--- config.mk ---
export PLATFORM = sky130hd
export DESIGN_NAME = stereo_iir_notch_filter
export DESIGN_NICKNAME = d
export VERILOG_FILES = /design/src/design/sinf_pkg.sv /design/src/design/sinf_mac.sv /design/src/design/sinf_seq.sv /design/src/design/stereo_iir_notch_filter.sv
export SDC_FILE = /design/constraint.sdc
export NUM_CORES = 2
export LEC_CHECK = 0
export ABC_AREA = 1
export BUFFER_PORTS_ARGS = -buffer_cell sky130_fd_sc_hd__buf_4
export CORE_UTILIZATION = 55
export CTS_CLUSTER_DIAMETER = 80
export DETAILED_ROUTE_END_ITERATION = 12
export HOLD_SLACK_MARGIN = 0.05
export PLACE_DENSITY = 0.74
export REMOVE_ABC_BUFFERS = 1
export SLEW_MARGIN = 0
export SYNTH_ARGS = -nofsm -noshare
export SYNTH_HDL_FRONTEND = slang
export SYNTH_SLANG_ARGS = --single-unit
--- constraint.sdc ---
create_clock -name clk -period 7.1 [get_ports clk]
set_clock_uncertainty 0.1 [all_clocks]
set_input_delay 1.775 -clock clk [delete_from_list [all_inputs] [get_ports clk]]
set_output_delay 1.775 -clock clk [all_outputs]
set_load 0.03 [all_outputs]
--- src/design/sinf_pkg.sv ---
// ----------------------------------------------------------------------------
// sinf_pkg
// Shared types and constants of the stereo notch filter: widths, register
// indexes, sequencer states and the control structs between its modules.
// ----------------------------------------------------------------------------
package sinf_pkg;

	localparam int SAMPLE_WIDTH_DEF = 24;
	localparam int COEF_FRAC_DEF    = 30;
	localparam int COEF_WIDTH       = 31;
	localparam int CFG_INDEX_WIDTH  = 2;
	localparam int MUL_A_WIDTH      = 32;
	localparam int DIGIT_WIDTH      = 16;
	localparam int CLAMP_EXP        = 60;
	localparam int RES_WIDTH        = CLAMP_EXP + 2;

	localparam longint ALPHA_RESET_Q30 = 780119607;
	localparam longint BETA_RESET_Q30  = 1073739354;

	localparam logic [CFG_INDEX_WIDTH-1:0] REG_ALPHA = 2'd0;
	localparam logic [CFG_INDEX_WIDTH-1:0] REG_BETA  = 2'd1;

	typedef enum logic [2:0] {
		ST_IDLE,
		ST_ISSUE,
		ST_WAIT,
		ST_COMMIT,
		ST_PUSH
	} seq_state_t;

	typedef enum logic [2:0] {
		OP_CF,
		OP_P1,
		OP_T1,
		OP_T2,
		OP_T3
	} mac_op_t;

	typedef struct packed {
		logic    in_ready;
		logic    mac_start;
		logic    capture;
		logic    commit;
		logic    push;
		mac_op_t op;
		logic    chan;
	} seq_ctrl_t;

	typedef struct packed {
		logic busy;
		logic done;
	} mac_stat_t;

endpackage

--- src/design/sinf_mac.sv ---
// ----------------------------------------------------------------------------
// sinf_mac
// Shared multiplier: a 32-bit operand times a wide operand, one 16-bit digit
// of the wide operand per cycle, then round to nearest and clamp.
// ----------------------------------------------------------------------------
module sinf_mac import sinf_pkg::*; #(
	parameter int B_WIDTH   = 3 * DIGIT_WIDTH,
	parameter int FRAC_BITS = COEF_FRAC_DEF
) (
	input  logic                          clk,
	input  logic                          arst_n,
	input  logic                          start,
	input  logic                          shift_up,
	input  logic signed [MUL_A_WIDTH-1:0] a_op,
	input  logic signed [B_WIDTH-1:0]     b_op,
	output mac_stat_t                     stat,
	output logic signed [RES_WIDTH-1:0]   result
);

	localparam int NDIG = B_WIDTH / DIGIT_WIDTH;
	localparam int PW   = MUL_A_WIDTH + B_WIDTH;
	localparam int CNTW = (NDIG > 1) ? $clog2(NDIG) : 1;
	localparam int PRW  = MUL_A_WIDTH + DIGIT_WIDTH + 1;

	localparam logic signed [PW:0] HALF_LO = (PW+1)'(longint'(1) <<< (FRAC_BITS - 1));
	localparam logic signed [PW:0] HALF_HI = (PW+1)'(longint'(1) <<< FRAC_BITS);
	localparam logic signed [PW:0] LIM_P   = (PW+1)'(longint'(1) <<< CLAMP_EXP);
	localparam logic signed [PW:0] LIM_N   = -LIM_P;

	logic signed [MUL_A_WIDTH-1:0] a_q;
	logic        [B_WIDTH-1:0]     b_q;
	logic signed [PW-1:0]          acc_q;
	logic signed [RES_WIDTH-1:0]   res_q;
	logic        [CNTW-1:0]        cnt_q;
	logic                          first_q;
	logic                          busy_q;
	logic                          rnd_q;
	logic                          done_q;
	logic                          shup_q;

	logic        [DIGIT_WIDTH-1:0] dig;
	logic signed [DIGIT_WIDTH:0]   dig_s;
	logic signed [PRW-1:0]         prod;
	logic signed [PW-1:0]          acc_nxt;
	logic signed [PW:0]            rsum;
	logic signed [PW:0]            rsh;
	logic signed [RES_WIDTH-1:0]   rcl;

	// most significant digit first, top digit signed
	assign dig     = b_q[B_WIDTH-1 -: DIGIT_WIDTH];
	assign dig_s   = first_q ? signed'({dig[DIGIT_WIDTH-1], dig}) : signed'({1'b0, dig});
	assign prod    = a_q * dig_s;
	assign acc_nxt = (acc_q <<< DIGIT_WIDTH) + PW'(prod);

	always_comb begin
		rsum = (PW+1)'(acc_q) + (shup_q ? HALF_HI : HALF_LO);
		rsh  = shup_q ? (rsum >>> (FRAC_BITS + 1)) : (rsum >>> FRAC_BITS);
		if (rsh > LIM_P) begin
			rcl = RES_WIDTH'(LIM_P);
		end else if (rsh < LIM_N) begin
			rcl = RES_WIDTH'(LIM_N);
		end else begin
			rcl = RES_WIDTH'(rsh);
		end
	end

	always_ff @(posedge clk or negedge arst_n) begin
		if (!arst_n) begin
			busy_q  <= 1'b0;
			rnd_q   <= 1'b0;
			done_q  <= 1'b0;
			first_q <= 1'b0;
			cnt_q   <= '0;
		end else begin
			rnd_q  <= busy_q && (cnt_q == '0);
			done_q <= rnd_q;
			if (start) begin
				busy_q  <= 1'b1;
				first_q <= 1'b1;
				cnt_q   <= CNTW'(NDIG - 1);
			end else if (busy_q) begin
				first_q <= 1'b0;
				if (cnt_q == '0) begin
					busy_q <= 1'b0;
				end else begin
					cnt_q <= cnt_q - 1'b1;
				end
			end
		end
	end

	always_ff @(posedge clk) begin
		if (start) begin
			a_q    <= a_op;
			b_q    <= b_op;
			acc_q  <= '0;
			shup_q <= shift_up;
		end else if (busy_q) begin
			acc_q <= acc_nxt;
			b_q   <= b_q << DIGIT_WIDTH;
		end
		if (rnd_q) begin
			res_q <= rcl;
		end
	end

	assign stat.busy = busy_q | rnd_q;
	assign stat.done = done_q;
	assign result    = res_q;

	a_start_idle: assert property (@(posedge clk) disable iff (!arst_n)
		start |-> !busy_q && !rnd_q && !done_q)
		else $error("multiplier started while still working");

	a_done_pulse: assert property (@(posedge clk) disable iff (!arst_n)
		done_q |=> !done_q)
		else $error("multiplier done held for more than one cycle");

endmodule

--- src/design/sinf_seq.sv ---
// ----------------------------------------------------------------------------
// sinf_seq
// Sequencer: walks the coefficient product and the four products of each
// channel through the shared multiplier, then hands the pair to the output.
// ----------------------------------------------------------------------------
module sinf_seq import sinf_pkg::*; (
	input  logic      clk,
	input  logic      arst_n,
	input  logic      in_valid,
	input  logic      out_free,
	input  mac_stat_t mac_stat,
	output seq_ctrl_t ctrl
);

	seq_state_t state_q;
	seq_state_t state_nxt;
	mac_op_t    op_q;
	logic       chan_q;

	always_comb begin
		state_nxt = state_q;
		case (state_q)
			ST_IDLE: begin
				if (in_valid) state_nxt = ST_ISSUE;
			end
			ST_ISSUE: begin
				state_nxt = ST_WAIT;
			end
			ST_WAIT: begin
				if (mac_stat.done) state_nxt = (op_q == OP_T3) ? ST_COMMIT : ST_ISSUE;
			end
			ST_COMMIT: begin
				state_nxt = chan_q ? ST_PUSH : ST_ISSUE;
			end
			ST_PUSH: begin
				if (out_free) state_nxt = ST_IDLE;
			end
			default: begin
				state_nxt = ST_IDLE;
			end
		endcase
	end

	always_comb begin
		ctrl.in_ready  = (state_q == ST_IDLE);
		ctrl.mac_start = (state_q == ST_ISSUE);
		ctrl.capture   = (state_q == ST_WAIT) && mac_stat.done;
		ctrl.commit    = (state_q == ST_COMMIT);
		ctrl.push      = (state_q == ST_PUSH) && out_free;
		ctrl.op        = op_q;
		ctrl.chan      = chan_q;
	end

	always_ff @(posedge clk or negedge arst_n) begin
		if (!arst_n) begin
			state_q <= ST_IDLE;
			op_q    <= OP_CF;
			chan_q  <= 1'b0;
		end else begin
			state_q <= state_nxt;
			case (state_q)
				ST_IDLE: begin
					if (in_valid) begin
						op_q   <= OP_CF;
						chan_q <= 1'b0;
					end
				end
				ST_WAIT: begin
					if (mac_stat.done) begin
						case (op_q)
							OP_CF:   op_q <= OP_P1;
							OP_P1:   op_q <= OP_T1;
							OP_T1:   op_q <= OP_T2;
							OP_T2:   op_q <= OP_T3;
							default: op_q <= op_q;
						endcase
					end
				end
				ST_COMMIT: begin
					if (!chan_q) begin
						op_q   <= OP_P1;
						chan_q <= 1'b1;
					end
				end
				default: begin
					op_q <= op_q;
				end
			endcase
		end
	end

	a_done_in_wait: assert property (@(posedge clk) disable iff (!arst_n)
		mac_stat.done |-> state_q == ST_WAIT)
		else $error("multiplier result arrived outside the wait state");

	a_commit_after_t3: assert property (@(posedge clk) disable iff (!arst_n)
		state_q == ST_COMMIT |-> op_q == OP_T3 && !mac_stat.busy)
		else $error("channel committed before its last product");

endmodule

--- src/design/stereo_iir_notch_filter.sv ---
// ----------------------------------------------------------------------------
// stereo_iir_notch_filter
// Second-order IIR notch applied to both channels of a stereo sample pair.
//
// Input channel: in_valid/in_ready with left_sample and right_sample. Output
// channel: out_valid/out_ready with left_filtered and right_filtered, one
// pair per input item. Coefficients alpha (index 0) and beta (index 1) are
// written through cfg_write/cfg_index/cfg_data; the user must do so only
// while the block is idle, which the block itself does not enforce. Each
// item takes nine products on one shared 32x17 multiplier, each an issue,
// NDIG digit passes (NDIG = 3 at the default widths), a round and a
// hand-back; a new item is taken only once the last one is handed on.
// in_ready is high only while no item is in work. Reset clears the delay
// lines and loads the default coefficients. A stalled receiver holds the
// result in the output register; the next item is accepted meanwhile and
// waits before its hand-off until the output register is free.
// ----------------------------------------------------------------------------
module stereo_iir_notch_filter import sinf_pkg::*; #(
	parameter int SAMPLE_WIDTH   = SAMPLE_WIDTH_DEF,
	parameter int COEF_FRAC_BITS = COEF_FRAC_DEF
) (
	input  logic                           clk,
	input  logic                           arst_n,
	input  logic                           cfg_write,
	input  logic [CFG_INDEX_WIDTH-1:0]     cfg_index,
	input  logic [COEF_WIDTH-1:0]          cfg_data,
	input  logic                           in_valid,
	output logic                           in_ready,
	input  logic signed [SAMPLE_WIDTH-1:0] left_sample,
	input  logic signed [SAMPLE_WIDTH-1:0] right_sample,
	output logic                           out_valid,
	input  logic                           out_ready,
	output logic signed [SAMPLE_WIDTH-1:0] left_filtered,
	output logic signed [SAMPLE_WIDTH-1:0] right_filtered
);

	localparam int SW   = SAMPLE_WIDTH;
	localparam int F    = COEF_FRAC_BITS;
	localparam int VW   = SW + 33 - F;
	localparam int CFW  = 64 - F;
	localparam int BW0  = (VW > CFW) ? VW : CFW;
	localparam int BW   = (BW0 > MUL_A_WIDTH) ? BW0 : MUL_A_WIDTH;
	localparam int NDIG = (BW + DIGIT_WIDTH - 1) / DIGIT_WIDTH;
	localparam int BPW  = NDIG * DIGIT_WIDTH;
	localparam int SUMW = RES_WIDTH + 1;
	localparam int RS   = 30 - F;

	localparam logic signed [COEF_WIDTH-1:0] ALPHA_RST =
		COEF_WIDTH'((ALPHA_RESET_Q30 + ((longint'(1) <<< RS) >>> 1)) >>> RS);
	localparam logic signed [COEF_WIDTH-1:0] BETA_RST =
		COEF_WIDTH'((BETA_RESET_Q30 + ((longint'(1) <<< RS) >>> 1)) >>> RS);
	localparam logic signed [MUL_A_WIDTH-1:0] ONE = MUL_A_WIDTH'(longint'(1) <<< F);
	localparam logic signed [SUMW-1:0] SMAX = SUMW'((longint'(1) <<< (SW - 1)) - 1);
	localparam logic signed [SUMW-1:0] SMIN = -SMAX - 1;

	seq_ctrl_t ctrl;
	mac_stat_t mac_stat;

	logic signed [COEF_WIDTH-1:0]  alpha_q;
	logic signed [COEF_WIDTH-1:0]  beta_q;
	logic signed [SW-1:0]          xin_q [2];
	logic signed [SW-1:0]          x1_q [2];
	logic signed [SW-1:0]          x2_q [2];
	logic signed [SW-1:0]          y1_q [2];
	logic signed [SW-1:0]          y2_q [2];
	logic signed [BPW-1:0]         v_q;
	logic signed [BPW-1:0]         cf_q;
	logic signed [SUMW-1:0]        sum_q;
	logic signed [SW-1:0]          left_q;
	logic signed [SW-1:0]          right_q;
	logic                          out_valid_q;

	logic                          out_free;
	logic signed [MUL_A_WIDTH-1:0] ga;
	logic signed [MUL_A_WIDTH-1:0] a_op;
	logic signed [BPW-1:0]         b_op;
	logic                          shift_up;
	logic signed [RES_WIDTH-1:0]   mac_res;
	logic signed [SUMW-1:0]        vfull;
	logic signed [SW-1:0]          ysat;

	assign out_free = !out_valid_q || out_ready;
	assign ga       = ONE + MUL_A_WIDTH'(alpha_q);

	sinf_seq u_seq (
		.clk      (clk),
		.arst_n   (arst_n),
		.in_valid (in_valid),
		.out_free (out_free),
		.mac_stat (mac_stat),
		.ctrl     (ctrl)
	);

	always_comb begin
		shift_up = 1'b0;
		case (ctrl.op)
			OP_CF: begin
				a_op = ga;
				b_op = BPW'(beta_q);
			end
			OP_P1: begin
				a_op = MUL_A_WIDTH'(signed'({beta_q, 1'b0}));
				b_op = BPW'(x1_q[ctrl.chan]);
			end
			OP_T1: begin
				a_op     = ga;
				b_op     = v_q;
				shift_up = 1'b1;
			end
			OP_T2: begin
				a_op = MUL_A_WIDTH'(y1_q[ctrl.chan]);
				b_op = cf_q;
			end
			OP_T3: begin
				a_op = MUL_A_WIDTH'(y2_q[ctrl.chan]);
				b_op = BPW'(alpha_q);
			end
			default: begin
				a_op = ga;
				b_op = BPW'(beta_q);
			end
		endcase
	end

	sinf_mac #(
		.B_WIDTH   (BPW),
		.FRAC_BITS (F)
	) u_mac (
		.clk      (clk),
		.arst_n   (arst_n),
		.start    (ctrl.mac_start),
		.shift_up (shift_up),
		.a_op     (a_op),
		.b_op     (b_op),
		.stat     (mac_stat),
		.result   (mac_res)
	);

	assign vfull = SUMW'(xin_q[ctrl.chan]) - SUMW'(mac_res) + SUMW'(x2_q[ctrl.chan]);

	always_comb begin
		if (sum_q > SMAX) begin
			ysat = SW'(SMAX);
		end else if (sum_q < SMIN) begin
			ysat = SW'(SMIN);
		end else begin
			ysat = SW'(sum_q);
		end
	end

	// coefficients, delay lines and output handshake
	always_ff @(posedge clk or negedge arst_n) begin
		if (!arst_n) begin
			alpha_q     <= ALPHA_RST;
			beta_q      <= BETA_RST;
			out_valid_q <= 1'b0;
			for (int i = 0; i < 2; i++) begin
				x1_q[i] <= '0;
				x2_q[i] <= '0;
				y1_q[i] <= '0;
				y2_q[i] <= '0;
			end
		end else begin
			if (cfg_write && cfg_index == REG_ALPHA) alpha_q <= cfg_data;
			if (cfg_write && cfg_index == REG_BETA) beta_q <= cfg_data;
			if (ctrl.commit) begin
				x2_q[ctrl.chan] <= x1_q[ctrl.chan];
				x1_q[ctrl.chan] <= xin_q[ctrl.chan];
				y2_q[ctrl.chan] <= y1_q[ctrl.chan];
				y1_q[ctrl.chan] <= ysat;
			end
			if (ctrl.push) begin
				out_valid_q <= 1'b1;
			end else if (out_ready) begin
				out_valid_q <= 1'b0;
			end
		end
	end

	// working values of the item in flight
	always_ff @(posedge clk) begin
		if (in_valid && ctrl.in_ready) begin
			xin_q[0] <= left_sample;
			xin_q[1] <= right_sample;
		end
		if (ctrl.capture) begin
			case (ctrl.op)
				OP_CF:   cf_q  <= BPW'(mac_res);
				OP_P1:   v_q   <= BPW'(vfull);
				OP_T1:   sum_q <= SUMW'(mac_res);
				OP_T2:   sum_q <= sum_q + SUMW'(mac_res);
				OP_T3:   sum_q <= sum_q - SUMW'(mac_res);
				default: sum_q <= sum_q;
			endcase
		end
		if (ctrl.push) begin
			left_q  <= y1_q[0];
			right_q <= y1_q[1];
		end
	end

	assign in_ready       = ctrl.in_ready;
	assign out_valid      = out_valid_q;
	assign left_filtered  = left_q;
	assign right_filtered = right_q;

	a_push_needs_room: assert property (@(posedge clk) disable iff (!arst_n)
		ctrl.push |-> !out_valid_q || out_ready)
		else $error("result pushed over an item not yet taken");

endmodule
After elaboration in Yosys (flattened, before gate mapping):

Memory sizes are Yosys's and may differ from the RTL's.
Cells that the tools add are included.

* word-level logic and storage cells: 143
* bits in writable memories: 48
* memories kept: 1
* output and inout bits: 50
* bits in registers: 698
* input port bits: 86

Memories
* xin_q: words 2, width 24, read ports 1, clocked after Yosys merged registers in 0, wr ports 2, RTL line stereo_iir_notch_filter.sv:61 `logic signed [SW-1:0] xin_q [2];`

* reduce and logical (&&, ||, !) cells: 26
* eq/ne operators: 15
* multiplexer cells: 55
* magnitude comparators: 6
* bitwise operators: 1
* $add $sub $neg: 8
* $mul: 1

Operators with widths (count)
* $mux 24: 15
* $bwmux 48: 4
* $pmux 48 s4: 1
* $pmux 63 s3: 1
* $mux 48: 2
* $pmux 32 s3: 1
* $add 80x32->81: 1
* $add 80x49->80: 1
* $add 63x62->63: 1
* $gt 63x24->1 const B: 1
* $lt 63x24->1 const B: 1
* $sub 63x62->63: 1
* $gt 51x62->1 const B: 1
* $mux 62: 1
* $lt 51x61->1 const B: 1
* $mux 50: 1
* $mul 32x17->49: 1
* $add 48x24->48: 1
* $sub 24x48->48: 1
* $add 32x31->32 const A: 1
* $mux 31: 1
* $demux 24 s1: 1
* $mux 3: 7
* $mux 17: 1
* 28 further kinds: 64

Logic depth before layout (Yosys ltp):

* depth after elaboration: 6
* depth in mapped cells: 33

Cells and area by module:

Synthesis repeated with hierarchy kept, for this count alone.

* cells, all modules: 9921
* area, all modules: 73934.7 µm²

By module, submodules not included
* sinf_mac: sequential area each 5715.5 µm², area each 40287.4 µm², instances 1, cells an instance 5422
* stereo_iir_notch_filter: sequential area each 14094.8 µm², area each 33180.6 µm², instances 1, cells an instance 4435
* sinf_seq: sequential area each 175.2 µm², area each 466.7 µm², instances 1, cells an instance 64

Worst setup path after synthesis:

OpenSTA, ideal clock, no wires.

* path type: flip-flop to flip-flop
* start point: register u_mac.a_q[31]
* end point: register u_mac.acc_q[74]
* buffers on the path: 2
* period minus slack after synthesis: 7.359 ns
* setup slack: -0.259 ns
* cell stages (with the launch flop): 27
* arrival: 7.150 ns
* cells stage by stage: edfxtp_1 clkbuf_1 clkbuf_1 nand2_1 inv_1 fa_1 fa_1 ha_1 inv_1 fa_1 inv_1 fa_1 inv_1 fa_1 inv_1 ha_1 nand2_1 nor2_1 inv_1 nor2_1 nand2_1 nor3_1 nand3_1 nand4_1 nand3_1 nand2_1 inv_1

* word-level cells in the longest chain between the ends: 2

RTL lines
* from (decl): RTL line sinf_mac.sv:30 `logic signed [MUL_A_WIDTH-1:0] a_q;`
* from (signal assigned): RTL line sinf_mac.sv:94 `a_q <= a_op;`
* $mul 32x17->49: RTL line sinf_mac.sv:52 `assign prod = a_q * dig_s;`
* $add 80x49->80: RTL line sinf_mac.sv:53 `assign acc_nxt = (acc_q <<< DIGIT_WIDTH) + PW'(prod);`
* to (signal assigned): RTL line sinf_mac.sv:99 `acc_q <= acc_nxt;`
* to (decl): RTL line sinf_mac.sv:32 `logic signed [PW-1:0] acc_q;`

No other way between the ends.
A chain may end at the register's enable or synchronous reset.

Worst setup path in the final report:

* start point: register u_mac.a_q[28]
* end point: register u_mac.acc_q[77]

Same word-level chain as after synthesis.

==> summary.txt <==
STA
  – Hold slack final: 0.348 ns
  – Max_slew headroom: 15.8%
  – Unrepaired setup endpoints after global routing: no
  – Final Hold Viols: 0
  – Post-layout min period: 7.04 ns
  – Worst-Margin Slew: 1.25 ns
  – Final worst path period share: 99.1%
  – Final Max Slew Viols: 0
  – Fmax: 142 MHz
  – Final setup vio count: 0

Detailed routing
  – Vias: 63200
  – Via density: 5.60
  – Violation count after the first detailed-route iteration: 7849
  – # DRC: 0
  – Drt wl/cell: 22.4 µm
  – Routed Antenna Nets: 0
  – DRT Wirelength: 253 mm
  – Drt pass-1 iters: 8

Finish
  – Fill cells: 11700
  – Register area: 0.0200 mm²
  – Synthesis-to-finish area growth: 9.83%
  – Nets: 10700
  – Layout cells sized above 1: 6.67%
  – Area of the multi-input gates: 0.0429 mm²

Synthesis
  – Seq/Total Area, Yosys: 27.7%
  – #FFs+latches synth: 735
  – Synth async-reset ratio: 36.5%
  – Top FF cell, synth: edfxtp_1
  – Synth Warn #: 0
  – Number of synthesized flops with an enable pin: 387
  – Syn Area/Cell: 7.71 µm²
  – Synth Cell Area: 0.0721 mm²
  – Synth Instances: 9352
  – Library cells used by synthesis: 68

Critical path
  – CP Class: reg -> reg
  – CP startpoint kind: flop
  – Required time of the critical path: 7.63 ns
  – Arr. time, crit path: 7.57 ns
  – Worst-path fanout max: 13
  – Critical path endpoint category: flop

Floorplan
  – Starting Density: 55.6%
  – Core Region: 0.130 mm²
  – Die Width: 364 µm
  – Io pins: 136
  – Die area: 0.133 mm²
  – Die H: 364 µm
  – Placement row count: 132

Status
  – Status: finished clean

Clock network
  – Reg clk slew, reported paths: 0.07 ns
  – Total CTS buffers: 86
  – CTS tree: built
  – Hold-fix buffers, CTS: 0
  – H-tree levels: 3
  – CTS root buf: clkbuf_16
  – CTS Buffer Depth: 3
  – Clk Latency, worst-skew pair: 0.73 ns
  – TritonCTS Sinks: 735

Place
  – Final GP Congestion: 1.07
  – DP Wirelength: 203 mm
  – Port Buffers: 135

GRT
  – First-pass GRT wire length: 381 mm
  – Initial antenna violation count: 11
  – Tot GR Track Use: 38.6%
  – Pin count of the biggest net entering global routing: 141
  – Vias in the first global route: 61900
  – Total gr overflow: 0

Job
  – Max-capacitance violation count: 0

Worst hold path
  – Worst hold path type: reg -> reg
==> through the flow <==
stage / util, % / instances / setup TNS, ns / setup slack (ns) / instance area (µm²)
finish: 61.0 / 11300 / 0 / 0.0641 / 79200
global route: 61.0 / 11300 / 0 / 0.00772 / 79200
CTS: 60.7 / 11300 / 0 / 0.0680 / 78800
detailed placement: 58.3 / 11100 / 0 / 0.0783 / 75600
global placement: 58.3 / 11100 / 0 / 0.137 / 75600
floorplan: - / 9061 / -347.24 / -2.90 / 71000
==> critical path, cell delays in order (launching register included) <==
cell and delay, ns:
edfxtp_1 0.81, nand2_1 0.17, fa_1 0.57, inv_1 0.06, fa_1 0.55, inv_1 0.06
fa_1 0.49, inv_1 0.06, fa_1 0.53, fa_1 0.59, inv_1 0.09, fa_1 0.53
inv_1 0.06, ha_1 0.38, nand2_1 0.12, nor2_1 0.27, nand2_1 0.23, inv_1 0.16
nand2_1 0.20, nor3_1 0.40, nand3_1 0.19, nand4_1 0.13, nand3_1 0.07, nand2_1 0.09
inv_1 0.03
==> kinds of logic (layout without fill, tap and decap cells) <==
| logic type | after synthesis | count (layout) | share of synthesized area [%] |
|---|---|---|---|
| compound gates | 1060 | 1060 | 8.37 |
| xor+xnor | 197 | 197 | 2.39 |
| fa+ha+maj | 1093 | 1093 | 27.0 |
| buf+inv | 2488 | 2687 | 13.1 |
| flops | 735 | 735 | 27.7 |
| mux | 35 | 35 | 0.486 |
| other cells | 0 | 1 | 0 |
| simple gates | 3744 | 3744 | 21.0 |
==> final cells by class <==
cell class / instances / area share, %
Timing Repair Buffer: 328 / 3.49
Tap cell: 1742 / 2.75
Sequential cell: 735 / 25.2
Antenna cell: 1 / 0.00316
Inverter: 2197 / 10.4
Multi-Input combinational cell: 6129 / 54.1
Clock buffer: 105 / 2.94
Clock inverter: 57 / 1.04
==> state kept, by name, indices dropped and copies added (netlist names), 2 cells and up <==
register,cells
u_mac.a_q,32
u_mac.cnt_q,2
sum_q,63
alpha_q,31
cf_q,48
u_mac.b_q,48
y1_q,48
xin_q,48
v_q,48
u_seq.op_q,3
x1_q,48
beta_q,31
u_mac.result,51
right_filtered,24
x2_q,48
y2_q,48
left_filtered,24
u_seq.state_q,3
u_mac.acc_q,80
==> what timing repair did <==
item | CTS | global route
setup buffers | 0 | 32
setup endpoints to repair | 0 | 45
gates resized for setup | 0 | 23
==> final timing paths <==
| kind | from | endpoint | slack, ns | depth (start not counted) |
|---|---|---|---|---|
| max | u_mac.a_q[28] | u_mac.acc_q[77] | 0.06 | 24 |
| min | y1_q[37] | left_filtered[13] | 0.35 | 0 |
| max reg2reg | u_mac.a_q[28] | u_mac.acc_q[77] | 0.06 | 24 |
| min reg2reg | y1_q[37] | left_filtered[13] | 0.35 | 0 |
| max in group asynchronous | arst_n | u_mac.busy_q | 4.29 | 2 |
| min in group asynchronous | arst_n | y1_q[42] | 1.03 | 1 |
==> synth_stat cells, types with 13 or more instances <==
cell type / instances / area, µm²
xnor2_1: 57 / 499
dfrtp_1: 223 / 5580
a21oi_1: 280 / 1400
dfstp_2: 45 / 1180
inv_1: 2183 / 8190
clkbuf_1: 230 / 863
edfxtp_1: 387 / 11600
nor2_1: 541 / 2030
xor2_1: 140 / 1230
a21o_1: 18 / 135
a31oi_1: 28 / 175
a22oi_1: 20 / 150
nand4_1: 83 / 519
buf_2: 46 / 230
ha_1: 320 / 4000
dfxtp_1: 80 / 1600
a41oi_1: 15 / 131
o21bai_1: 50 / 375
nand3_1: 281 / 1410
nand2_1: 2661 / 9990
a2bb2oi_1: 20 / 175
o21ai_0: 513 / 2570
a221oi_1: 44 / 385
o21ai_1: 14 / 70.1
nor3_1: 65 / 325
fa_1: 773 / 15500
or2_2: 13 / 81.3
nor4_1: 29 / 181
mux2i_1: 35 / 350
==> placed cells by master (no fill, tap or decap), types with 13 or more instances in the layout <==
cell / synthesis / layout
a221oi_1: 44 / 44
xor2_1: 140 / 140
a41oi_1: 15 / 15
clkbuf_16: 0 / 88
nand3_1: 281 / 281
o21ai_0: 513 / 512
nor2_1: 541 / 523
or2_2: 13 / 13
dfrtp_1: 223 / 220
o21ai_1: 14 / 13
dfxtp_1: 80 / 80
a21o_1: 18 / 18
dfstp_2: 45 / 45
ha_1: 320 / 320
nor2_2: 9 / 21
o21bai_1: 50 / 50
bufinv_16: 0 / 13
a21oi_1: 280 / 277
mux2i_1: 35 / 34
edfxtp_1: 387 / 387
nand2_1: 2661 / 2658
fa_1: 773 / 771
inv_2: 12 / 16
inv_1: 2183 / 2178
clkinv_2: 1 / 19
xnor2_1: 57 / 57
nor4_1: 29 / 28
a31oi_1: 28 / 28
buf_12: 0 / 23
a2bb2oi_1: 20 / 20
buf_4: 2 / 302
nor3_1: 65 / 62
nor2_4: 7 / 13
nand4_1: 83 / 83
a22oi_1: 20 / 20
==> routing by layer <==
metal  track usage (%)  wire [µm]  up-vias  part of all wire (%)
met5                 0         27        -                 0.011
met4              14.8      10700        4                   4.2
met3              7.99      27000      471                    11
met2              57.5     109000     3346                    43
met1              55.2     106000    30700                    42
li1                  -          -    28700                     -
Power is not shown: default switching activity piles up to over one toggle a cycle in this logic, so the estimate is an artifact.
